[src/rtl/assert_macros.svh]
`ifndef ASSERT_MACROS_SVH
`define ASSERT_MACROS_SVH

// Checked property, switched off while reset is asserted.
`define ASSERT_CLK(lbl, clk, rst_n, prop, msg) \
    lbl: assert property (@(posedge clk) disable iff (!rst_n) (prop)) else $error(msg);

// Checked property that also holds through reset.
`define ASSERT_ALWAYS(lbl, clk, prop, msg) \
    lbl: assert property (@(posedge clk) (prop)) else $error(msg);

`endif

[src/rtl/i2r_pkg.sv]
package i2r_pkg;

    localparam int QUEUE_DEPTH = 2;

    localparam logic [11:0] MAX_VALUE = 12'd3999;

    // status codes of a result item
    localparam logic [1:0] STATUS_OK    = 2'd0;
    localparam logic [1:0] STATUS_EMPTY = 2'd1;
    localparam logic [1:0] STATUS_RANGE = 2'd2;

    // ASCII letters
    localparam logic [6:0] SYM_NONE = 7'h00;
    localparam logic [6:0] SYM_I    = 7'h49;
    localparam logic [6:0] SYM_V    = 7'h56;
    localparam logic [6:0] SYM_X    = 7'h58;
    localparam logic [6:0] SYM_L    = 7'h4C;
    localparam logic [6:0] SYM_C    = 7'h43;
    localparam logic [6:0] SYM_D    = 7'h44;
    localparam logic [6:0] SYM_M    = 7'h4D;

    // places of a decimal digit
    localparam logic [1:0] PLACE_ONES  = 2'd0;
    localparam logic [1:0] PLACE_TENS  = 2'd1;
    localparam logic [1:0] PLACE_HUNDS = 2'd2;
    localparam logic [1:0] PLACE_THOUS = 2'd3;

    typedef enum logic [1:0] {
        KIND_ONE,
        KIND_FIVE,
        KIND_TEN
    } t_kind;

    // one classified number, as handed from front to back
    typedef struct packed {
        logic [1:0] status;
        logic [1:0] thous;
        logic [3:0] hunds;
        logic [3:0] tens;
        logic [3:0] ones;
    } t_entry;

    // letter count of a digit, minus one
    function automatic logic [1:0] digit_len_m1(input logic [3:0] d);
        logic [1:0] len;
        unique case (d)
            4'd2, 4'd4, 4'd6, 4'd9: len = 2'd1;
            4'd3, 4'd7:             len = 2'd2;
            4'd8:                   len = 2'd3;
            default:                len = 2'd0;
        endcase
        return len;
    endfunction

    function automatic t_kind letter_kind(input logic [3:0] d, input logic [1:0] pos);
        t_kind k;
        priority if (d == 4'd9) begin
            k = (pos == 2'd0) ? KIND_ONE : KIND_TEN;
        end else if (d >= 4'd5) begin
            k = (pos == 2'd0) ? KIND_FIVE : KIND_ONE;
        end else if (d == 4'd4) begin
            k = (pos == 2'd0) ? KIND_ONE : KIND_FIVE;
        end else begin
            k = KIND_ONE;
        end
        return k;
    endfunction

    function automatic logic [6:0] place_symbol(input logic [1:0] place, input t_kind k);
        logic [6:0] s;
        s = SYM_NONE;
        unique case (place)
            PLACE_ONES: begin
                unique case (k)
                    KIND_ONE:  s = SYM_I;
                    KIND_FIVE: s = SYM_V;
                    KIND_TEN:  s = SYM_X;
                    default:   s = SYM_NONE;
                endcase
            end
            PLACE_TENS: begin
                unique case (k)
                    KIND_ONE:  s = SYM_X;
                    KIND_FIVE: s = SYM_L;
                    KIND_TEN:  s = SYM_C;
                    default:   s = SYM_NONE;
                endcase
            end
            PLACE_HUNDS: begin
                unique case (k)
                    KIND_ONE:  s = SYM_C;
                    KIND_FIVE: s = SYM_D;
                    KIND_TEN:  s = SYM_M;
                    default:   s = SYM_NONE;
                endcase
            end
            PLACE_THOUS: begin
                s = (k == KIND_ONE) ? SYM_M : SYM_NONE;
            end
            default: s = SYM_NONE;
        endcase
        return s;
    endfunction

    // highest place whose bit is set in the mask
    function automatic logic [1:0] top_place(input logic [3:0] mask);
        logic [1:0] p;
        priority if (mask[3]) begin
            p = PLACE_THOUS;
        end else if (mask[2]) begin
            p = PLACE_HUNDS;
        end else if (mask[1]) begin
            p = PLACE_TENS;
        end else begin
            p = PLACE_ONES;
        end
        return p;
    endfunction

endpackage

[src/rtl/i2r_front.sv]
module i2r_front (
    input  logic               i_clk,
    input  logic               i_rst_n,
    input  logic               i_valid,
    output logic               o_ready,
    input  logic [11:0]        i_number,
    output logic               o_push,
    input  logic               i_full,
    output i2r_pkg::t_entry    o_entry
);

    logic       r_a_valid;
    logic [1:0] r_a_status;
    logic [1:0] r_a_thous;
    logic [9:0] r_a_rem;

    logic [1:0]  n_a_status;
    logic [1:0]  n_a_thous;
    logic [9:0]  n_a_rem;
    logic [11:0] thous_sub;

    logic [3:0] hunds;
    logic [6:0] rem_tens;
    logic [3:0] tens;
    logic [3:0] ones;

    // stage A: classify, split off thousands
    always_comb begin
        priority if (i_number == 12'd0) begin
            n_a_status = i2r_pkg::STATUS_EMPTY;
        end else if (i_number > i2r_pkg::MAX_VALUE) begin
            n_a_status = i2r_pkg::STATUS_RANGE;
        end else begin
            n_a_status = i2r_pkg::STATUS_OK;
        end
        priority if (i_number >= 12'd3000) begin
            n_a_thous = 2'd3;
        end else if (i_number >= 12'd2000) begin
            n_a_thous = 2'd2;
        end else if (i_number >= 12'd1000) begin
            n_a_thous = 2'd1;
        end else begin
            n_a_thous = 2'd0;
        end
        thous_sub = i_number - 12'(n_a_thous) * 12'd1000;
        n_a_rem   = thous_sub[9:0];
    end

    assign o_ready = !r_a_valid || !i_full;
    assign o_push  = r_a_valid && !i_full;

    always_ff @(posedge i_clk) begin
        if (!i_rst_n) begin
            r_a_valid <= 1'b0;
        end else if (o_ready) begin
            r_a_valid <= i_valid;
        end
        if (o_ready && i_valid) begin
            r_a_status <= n_a_status;
            r_a_thous  <= n_a_thous;
            r_a_rem    <= n_a_rem;
        end
    end

    // stage B: hundreds, tens and ones out of the remainder
    always_comb begin
        hunds = 4'd0;
        for (int k = 9; k >= 1; k--) begin
            if (hunds == 4'd0 && r_a_rem >= 10'(k * 100)) begin
                hunds = 4'(k);
            end
        end
        rem_tens = 7'(r_a_rem - 10'(hunds) * 10'd100);
        tens = 4'd0;
        for (int k = 9; k >= 1; k--) begin
            if (tens == 4'd0 && rem_tens >= 7'(k * 10)) begin
                tens = 4'(k);
            end
        end
        ones = 4'(rem_tens - 7'(tens) * 7'd10);
    end

    assign o_entry = '{status: r_a_status, thous: r_a_thous, hunds: hunds,
                       tens: tens, ones: ones};

endmodule

[src/rtl/i2r_queue.sv]
module i2r_queue #(
    parameter int Depth = i2r_pkg::QUEUE_DEPTH
) (
    input  logic             i_clk,
    input  logic             i_rst_n,
    input  logic             i_push,
    input  i2r_pkg::t_entry  i_entry,
    output logic             o_full,
    output logic             o_valid,
    input  logic             i_pop,
    output i2r_pkg::t_entry  o_entry
);

    localparam int PtrW = (Depth > 1) ? $clog2(Depth) : 1;
    localparam int CntW = $clog2(Depth + 1);

    i2r_pkg::t_entry r_mem [Depth];
    logic [PtrW-1:0] r_wr_ptr;
    logic [PtrW-1:0] r_rd_ptr;
    logic [CntW-1:0] r_count;

    logic do_push;
    logic do_pop;

    assign o_full  = (r_count == CntW'(Depth));
    assign o_valid = (r_count != '0);
    assign o_entry = r_mem[r_rd_ptr];
    assign do_push = i_push && !o_full;
    assign do_pop  = i_pop && o_valid;

    always_ff @(posedge i_clk) begin
        if (!i_rst_n) begin
            r_wr_ptr <= '0;
            r_rd_ptr <= '0;
            r_count  <= '0;
        end else begin
            if (do_push) begin
                r_wr_ptr <= (r_wr_ptr == PtrW'(Depth - 1)) ? '0 : r_wr_ptr + 1'b1;
            end
            if (do_pop) begin
                r_rd_ptr <= (r_rd_ptr == PtrW'(Depth - 1)) ? '0 : r_rd_ptr + 1'b1;
            end
            unique case ({do_push, do_pop})
                2'b10:   r_count <= r_count + 1'b1;
                2'b01:   r_count <= r_count - 1'b1;
                default: r_count <= r_count;
            endcase
        end
        if (do_push) begin
            r_mem[r_wr_ptr] <= i_entry;
        end
    end

endmodule

[src/rtl/i2r_back.sv]
module i2r_back (
    input  logic             i_clk,
    input  logic             i_rst_n,
    input  logic             i_q_valid,
    input  i2r_pkg::t_entry  i_q_entry,
    output logic             o_pop,
    output logic             o_valid,
    input  logic             i_ready,
    output logic [6:0]       o_symbol,
    output logic             o_last,
    output logic [1:0]       o_status
);

    logic            r_busy;
    i2r_pkg::t_entry r_entry;
    logic [1:0]      r_place;
    logic [1:0]      r_pos;
    logic            r_out_valid;
    logic [6:0]      r_symbol;
    logic            r_last;
    logic [1:0]      r_status;

    logic       advance;
    logic       emit;
    logic [3:0] digit;
    logic [3:0] nz_mask;
    logic [3:0] q_nz_mask;
    logic [3:0] lower_mask;
    logic       has_next;
    logic       digit_done;
    logic       special;
    logic       n_last;
    logic [6:0] n_symbol;

    always_comb begin
        unique case (r_place)
            i2r_pkg::PLACE_ONES:  digit = r_entry.ones;
            i2r_pkg::PLACE_TENS:  digit = r_entry.tens;
            i2r_pkg::PLACE_HUNDS: digit = r_entry.hunds;
            i2r_pkg::PLACE_THOUS: digit = {2'b00, r_entry.thous};
            default:              digit = r_entry.ones;
        endcase
        nz_mask    = {r_entry.thous != 2'd0, r_entry.hunds != 4'd0,
                      r_entry.tens != 4'd0, r_entry.ones != 4'd0};
        q_nz_mask  = {i_q_entry.thous != 2'd0, i_q_entry.hunds != 4'd0,
                      i_q_entry.tens != 4'd0, i_q_entry.ones != 4'd0};
        lower_mask = nz_mask & ((4'b0001 << r_place) - 4'b0001);
        has_next   = (lower_mask != 4'b0000);
        digit_done = (r_pos == i2r_pkg::digit_len_m1(digit));
        special    = (r_entry.status != i2r_pkg::STATUS_OK);
        n_last     = special || (digit_done && !has_next);
        n_symbol   = special ? i2r_pkg::SYM_NONE
                   : i2r_pkg::place_symbol(r_place, i2r_pkg::letter_kind(digit, r_pos));
    end

    assign advance = !r_out_valid || i_ready;
    assign emit    = r_busy && advance;
    // take the next item as the current one gives its last letter
    assign o_pop   = i_q_valid && (!r_busy || (emit && n_last));

    always_ff @(posedge i_clk) begin
        if (!i_rst_n) begin
            r_busy      <= 1'b0;
            r_out_valid <= 1'b0;
        end else begin
            if (o_pop) begin
                r_busy <= 1'b1;
            end else if (emit && n_last) begin
                r_busy <= 1'b0;
            end
            if (advance) begin
                r_out_valid <= r_busy;
            end
        end
        if (o_pop) begin
            r_entry <= i_q_entry;
            r_place <= i2r_pkg::top_place(q_nz_mask);
            r_pos   <= 2'd0;
        end else if (emit && !n_last) begin
            if (digit_done) begin
                r_place <= i2r_pkg::top_place(lower_mask);
                r_pos   <= 2'd0;
            end else begin
                r_pos <= r_pos + 2'd1;
            end
        end
        if (emit) begin
            r_symbol <= n_symbol;
            r_last   <= n_last;
            r_status <= r_entry.status;
        end
    end

    assign o_valid  = r_out_valid;
    assign o_symbol = r_symbol;
    assign o_last   = r_last;
    assign o_status = r_status;

endmodule

[src/rtl/integer_to_roman_encoder.sv]
// Channel   Dir  Handshake          Payload
// input     in   i_valid / o_ready  i_number[11:0]
// output    out  o_valid / i_ready  o_symbol[6:0], o_last, o_status[1:0]
//
// One letter leaves per cycle unless the output stalls or the queue is empty;
// a number gives as many letters as its numeral has (1 to 15), or one
// letterless item for zero and for values above 3999. The back-end letter
// sequencer sets that rate; a number passes front stage A, the queue and the
// back's entry register before its first letter is registered and offered.
// Reset is synchronous and active low and clears all control state.
// Either side may stall; the queue lets the front keep taking items.

`include "assert_macros.svh"

module integer_to_roman_encoder #(
    parameter int QueueDepth = i2r_pkg::QUEUE_DEPTH
) (
    input  logic        i_clk,
    input  logic        i_rst_n,
    input  logic        i_valid,
    output logic        o_ready,
    input  logic [11:0] i_number,
    output logic        o_valid,
    input  logic        i_ready,
    output logic [6:0]  o_symbol,
    output logic        o_last,
    output logic [1:0]  o_status
);

    // front to queue
    logic            push;
    logic            q_full;
    i2r_pkg::t_entry push_entry;

    // queue to back
    logic            q_valid;
    logic            pop;
    i2r_pkg::t_entry head_entry;

    // output item classes for the checks at the end
    logic            out_flag;
    logic            out_ok;
    logic            out_none;
    logic            out_lone;

    // Front: classify the number and split it into decimal digits.
    i2r_front u_front (
        .i_clk    (i_clk),
        .i_rst_n  (i_rst_n),
        .i_valid  (i_valid),
        .o_ready  (o_ready),
        .i_number (i_number),
        .o_push   (push),
        .i_full   (q_full),
        .o_entry  (push_entry)
    );

    // Queue: decouple the digit split from the letter sequencer.
    i2r_queue #(
        .Depth (QueueDepth)
    ) u_queue (
        .i_clk   (i_clk),
        .i_rst_n (i_rst_n),
        .i_push  (push),
        .i_entry (push_entry),
        .o_full  (q_full),
        .o_valid (q_valid),
        .i_pop   (pop),
        .o_entry (head_entry)
    );

    // Back: walk the digits from thousands down, one letter per cycle unless the
    // output stalls, skipping zero digits without a gap, into a registered output.
    i2r_back u_back (
        .i_clk     (i_clk),
        .i_rst_n   (i_rst_n),
        .i_q_valid (q_valid),
        .i_q_entry (head_entry),
        .o_pop     (pop),
        .o_valid   (o_valid),
        .i_ready   (i_ready),
        .o_symbol  (o_symbol),
        .o_last    (o_last),
        .o_status  (o_status)
    );

    assign out_flag = o_valid && (o_status != i2r_pkg::STATUS_OK);
    assign out_ok   = o_valid && (o_status == i2r_pkg::STATUS_OK);
    assign out_none = (o_symbol == i2r_pkg::SYM_NONE);
    assign out_lone = o_last && out_none;

    // A flagged result is always a single letterless item.
    `ASSERT_CLK(a_flag_single, i_clk, i_rst_n, out_flag |-> out_lone, "flagged item not lone")
    // A normal result always carries a letter.
    `ASSERT_CLK(a_ok_letter, i_clk, i_rst_n, out_ok |-> !out_none, "no symbol on letter item")
    // Nothing is offered right after reset.
    `ASSERT_ALWAYS(a_reset_idle, i_clk, !i_rst_n |=> !o_valid, "output valid after reset")

endmodule

[config.mk]
export PLATFORM = sky130hd
export DESIGN_NAME = integer_to_roman_encoder
export DESIGN_NICKNAME = d
export VERILOG_FILES = /design/src/rtl/i2r_pkg.sv /design/src/rtl/i2r_front.sv /design/src/rtl/i2r_queue.sv /design/src/rtl/i2r_back.sv /design/src/rtl/integer_to_roman_encoder.sv
export VERILOG_INCLUDE_DIRS = /design/src /design/src/rtl
export SDC_FILE = /design/constraint.sdc
export NUM_CORES = 1
export LEC_CHECK = 0
export BUFFER_PORTS_ARGS = -buffer_cell sky130_fd_sc_hd__buf_4
export CAP_MARGIN = 20
export CORE_UTILIZATION = 58
export CTS_BUF_LIST = sky130_fd_sc_hd__clkbuf_2
export DETAILED_ROUTE_END_ITERATION = 8
export PLACE_DENSITY = 0.77
export RECOVER_POWER = 50
export SLEW_MARGIN = 20
export SYNTH_ARGS = -nofsm -noshare
export SYNTH_HDL_FRONTEND = slang
export SYNTH_HIERARCHICAL = 1
export SYNTH_SLANG_ARGS = --single-unit
[constraint.sdc]
create_clock -name i_clk -period 7.6 [get_ports i_clk]
set_input_delay 1.9 -clock i_clk [delete_from_list [all_inputs] [get_ports i_clk]]
set_output_delay 1.9 -clock i_clk [all_outputs]
set_load 0.02 [all_outputs]
==> impl_results.md <==
- H-tree depth: 3
- First drt pass iteration count: 5
- Vias in the first global route: 2859
- Largest net degree at the start of global routing: 23
- Unique cell type count in the Yosys netlist: 61
- Crit-path max cell delay: between 500 and 600 ps
- #FFs+latches synth: 83
- Area occupied by multi-input gates: between 1500 and 2000 um^2
- Final GP Congestion: 0.8058
- WL final: between 7 and 8 mm
- Family with the most delay on the worst path: compound AO/OA/AOI/OAI gates
- Chip Width: 90.80 um
- Starting Density: 0.5949
- Synthesized instance count: 394
- Post-CTS setup buffer count: 0
- Startpoint Class: flip-flop
- ANT cells: 0
- Syn avg cell area: 11.61 um^2
- Layout cell share with drive strength beyond 1: 0.1429
- Worst VDD drop: between 0.15 and 0.2 mV
- DRC errors left: 0
- Port Buffers: 26
- HPWL after DPL: 5.722 mm
- Clock Path Buffers: 2
- Reg2Reg Setup Slack: 2810 ps
- Nets: 455
- CP max stage cell: edfxtp_1
- Final Slew Violations: 0
- Crit Path Category: flip-flop to flip-flop
- Hold Path Depth: 0
- Fillers: slightly above 600
- Slew @ Worst Pin: a little over 900 ps
- Initial DRC Count: 129
- WP buf/inv: 0
- Tmin final: 4787 ps
- Post-DR vias/cell: 5.782
- Hold path startpoint: u_front/r_a_thous[0]
- Initial antenna violation count: 0
- Max Cap Violations: 0
- Reg2reg path depth: 19
- Synth Flop Type: edfxtp_1
- Detailed-route via count: 3018
- Leak Pwr: 1.889 nW
- Crit path DAT: around 5000 ps
- Clock Skew: 43.97 ps
- Crit path max fanout: 8
- Critical Path, Cell by Cell: a21o_1 -> a211oi_1 -> nor2_1 -> o211ai_1 -> o21ai_0 -> or2_2 -> ha_1 -> fa_1 -> nand2b_1 -> nand2b_1 -> a21oi_1 -> xnor2_2 -> xnor2_2 -> nor2_1 -> a211oi_2 -> ha_1 -> fa_1 -> xor2_1 -> xnor2_1
- Fin util: 0.6439
- Core Area: 7687 um^2
- Fin crit share: 0.6299
- First-pass GRT wire length: 13.09 mm
- Final Hold Slack: 459.6 ps
- Hold Buf Count CTS: 0
- Worst Path Required: between 7000 and 8000 ps
- Grt ovf: 0
- Synthesis-to-finish area growth: 8.235%
- Post-cts resize count: 0
- Syn Nets: 434
- Row count: 32
- RSZ-0062 raised after global routing: no
- Endpoint type of the worst setup path: flip-flop
- Post-synthesis sequential area ratio: 0.5231
- # setup viols final: 0
- Post-synth EDFFs: 73
- Ports: 28
- Pwr/cell area: a little over 400 nW/um^2
- Fraction of registers with async set/reset: 0
- Clock root cell: clkbuf_2
- Total CTS buffers: 9
- F_max: 0.2089 GHz
- Die Area: 8244 um^2
- Number of routed nets with antenna violations: 0
- Total track usage: 0.2019
- RR Endpoint: u_queue/r_mem[0][3]
- FF/Latch Area: 2392 um^2
- Clk_lat worst skew: 510 ps
- CTS Sinks: 83
- Syn Std Cell Area: 4573 um^2
- Hold worst-path end: u_queue/r_mem[1][12]
- Clk pin slew, worst setup/hold paths: 230 ps
- Worst r2r src: u_front/r_a_rem[4]
- Final hold vios: 0
- Status: finished, final reports clean
- Final TNS setup: 0 ps
- Slew margin rel.: 0.3951
- CTS tree: built
- Die H: 90.80 um
- Worst min-delay path class: flip-flop to flip-flop
- Yosys synthesis warning count: 6
- Routed WL per cell: 14.80 um
-- state kept, by name, summed over array words and instances (netlist names), 2 cells and up, named ones only --
register            cells
u_back/o_status         2
u_front/r_a_status      2
u_back/r_entry         16
u_queue/r_count         2
u_front/r_a_thous       2
u_back/r_pos            2
u_queue/r_mem          32
u_back/r_place          2
u_front/r_a_rem        10
u_back/o_symbol         6
-- placed cells by master, fill, tap and decap left out, drive strengths merged, types with 10 or more instances in the layout --
master,instances
nand2,20
nor2,26
inv,28
xnor2,14
a21oi,12
nor2b,11
nand2b,11
o21ai,24
edfxtp,73
mux2,18
clkbuf,18
dfxtp,10
buf,18
ha,21
-- where the power goes --
group	switching, W	leakage (nW)	internal [W]
logic	0.000552	1.03	0.000387
registers	0.0000873	0.766	0.000706
clock network	0.000145	0.0888	0.000144
total	0.000784	1.89	0.00124
-- metal layers --
layer	GRT usage	wire length, um	up-vias
met4	0.08201	78	0
met5	0	0	-
met1	0.2305	3225	1437
met3	0.03704	268	9
li1	-	-	1493
met2	0.3706	4152	79
-- metrics by stage --
stage	std cells	total power (W)	setup slack (ps)	instance area, um^2
final	522	0.002021	2813	4950
after global routing	522	0.002166	2472	4950
after CTS	522	0.002028	2818	4969
after detailed placement	506	0.001736	2875	4805
after global placement	506	0.001680	3174	4805
after floorplan	394	0.001535	3385	4573
-- worst max path at each step --
stage	cells past startpoint	start	slack [ps]	endpoint
6_report	19	u_front/r_a_rem[4]	2810	u_queue/r_mem[0][3]
5_1_grt	19	u_front/r_a_rem[3]	2470	u_queue/r_mem[1][3]
4_1_cts	19	u_front/r_a_rem[3]	2820	u_queue/r_mem[1][3]
3_5_place_dp	18	u_front/r_a_rem[4]	2880	u_queue/r_mem[0][3]
3_3_place_gp	18	u_front/r_a_rem[3]	3170	u_queue/r_mem[0][3]
2_1_floorplan	18	u_front/r_a_rem[3]	3380	u_queue/r_mem[0][3]
-- synthesized netlist by cell type, types with 3 or more instances --
cell | count | area share
nand2_1 | 20 | 0.016
nor3_1 | 5 | 0.0055
mux2_2 | 17 | 0.042
nand3_1 | 9 | 0.0098
nor2b_1 | 11 | 0.015
a31oi_1 | 9 | 0.012
and2_1 | 4 | 0.0055
or3_1 | 4 | 0.0055
a21o_1 | 6 | 0.0098
xor2_1 | 6 | 0.011
edfxtp_1 | 73 | 0.48
xnor2_1 | 12 | 0.023
ha_1 | 21 | 0.057
dfxtp_1 | 10 | 0.044
nor2_1 | 25 | 0.021
o21a_1 | 5 | 0.0082
a21oi_1 | 12 | 0.013
inv_1 | 26 | 0.021
or4_1 | 4 | 0.0066
mux2i_1 | 6 | 0.013
o21ai_0 | 22 | 0.024
o211ai_1 | 3 | 0.0049
nand2b_1 | 10 | 0.014
buf_2 | 7 | 0.0077
clkbuf_1 | 5 | 0.0041
and3_1 | 5 | 0.0068
nor4_1 | 4 | 0.0055
a211oi_1 | 4 | 0.0066
or2_2 | 4 | 0.0055
fa_1 | 3 | 0.013
-- worst register-to-register path: stages, from the launching register on --
cell	delay, ps
edfxtp_1	550
a21o_1	200
a211oi_1	290
nor2_1	70
o211ai_1	150
o21ai_0	120
or2_2	360
ha_1	230
fa_1	420
nand2b_1	180
nand2b_1	80
a21oi_1	100
xnor2_2	170
xnor2_2	330
nor2_1	100
a211oi_2	370
ha_1	240
fa_1	180
xor2_1	240
xnor2_1	130
-- layout make-up --
type / instances / share of cell area
Multi-Input combinational cell: 268 / 0.4017
Timing Repair Buffer: 26 / 0.03564
Clock buffer: 10 / 0.01011
Inverter: 27 / 0.02048
Tap cell: 102 / 0.02578
Clock inverter: 6 / 0.02300
Sequential cell: 83 / 0.4833
-- kinds of logic after synthesis --
kind of cell	count (synthesis)	synth area share
buffers and inverters	43	0.04213
multiplexers	26	0.06730
XOR/XNOR	20	0.04159
AND/OR/NAND/NOR	112	0.1283
other	1	0.0008200
adder cells (fa/ha/maj)	24	0.07059
flip-flops	83	0.5231
AO/OA/AOI/OAI	85	0.1261
Power figures use the tool's default switching activity.
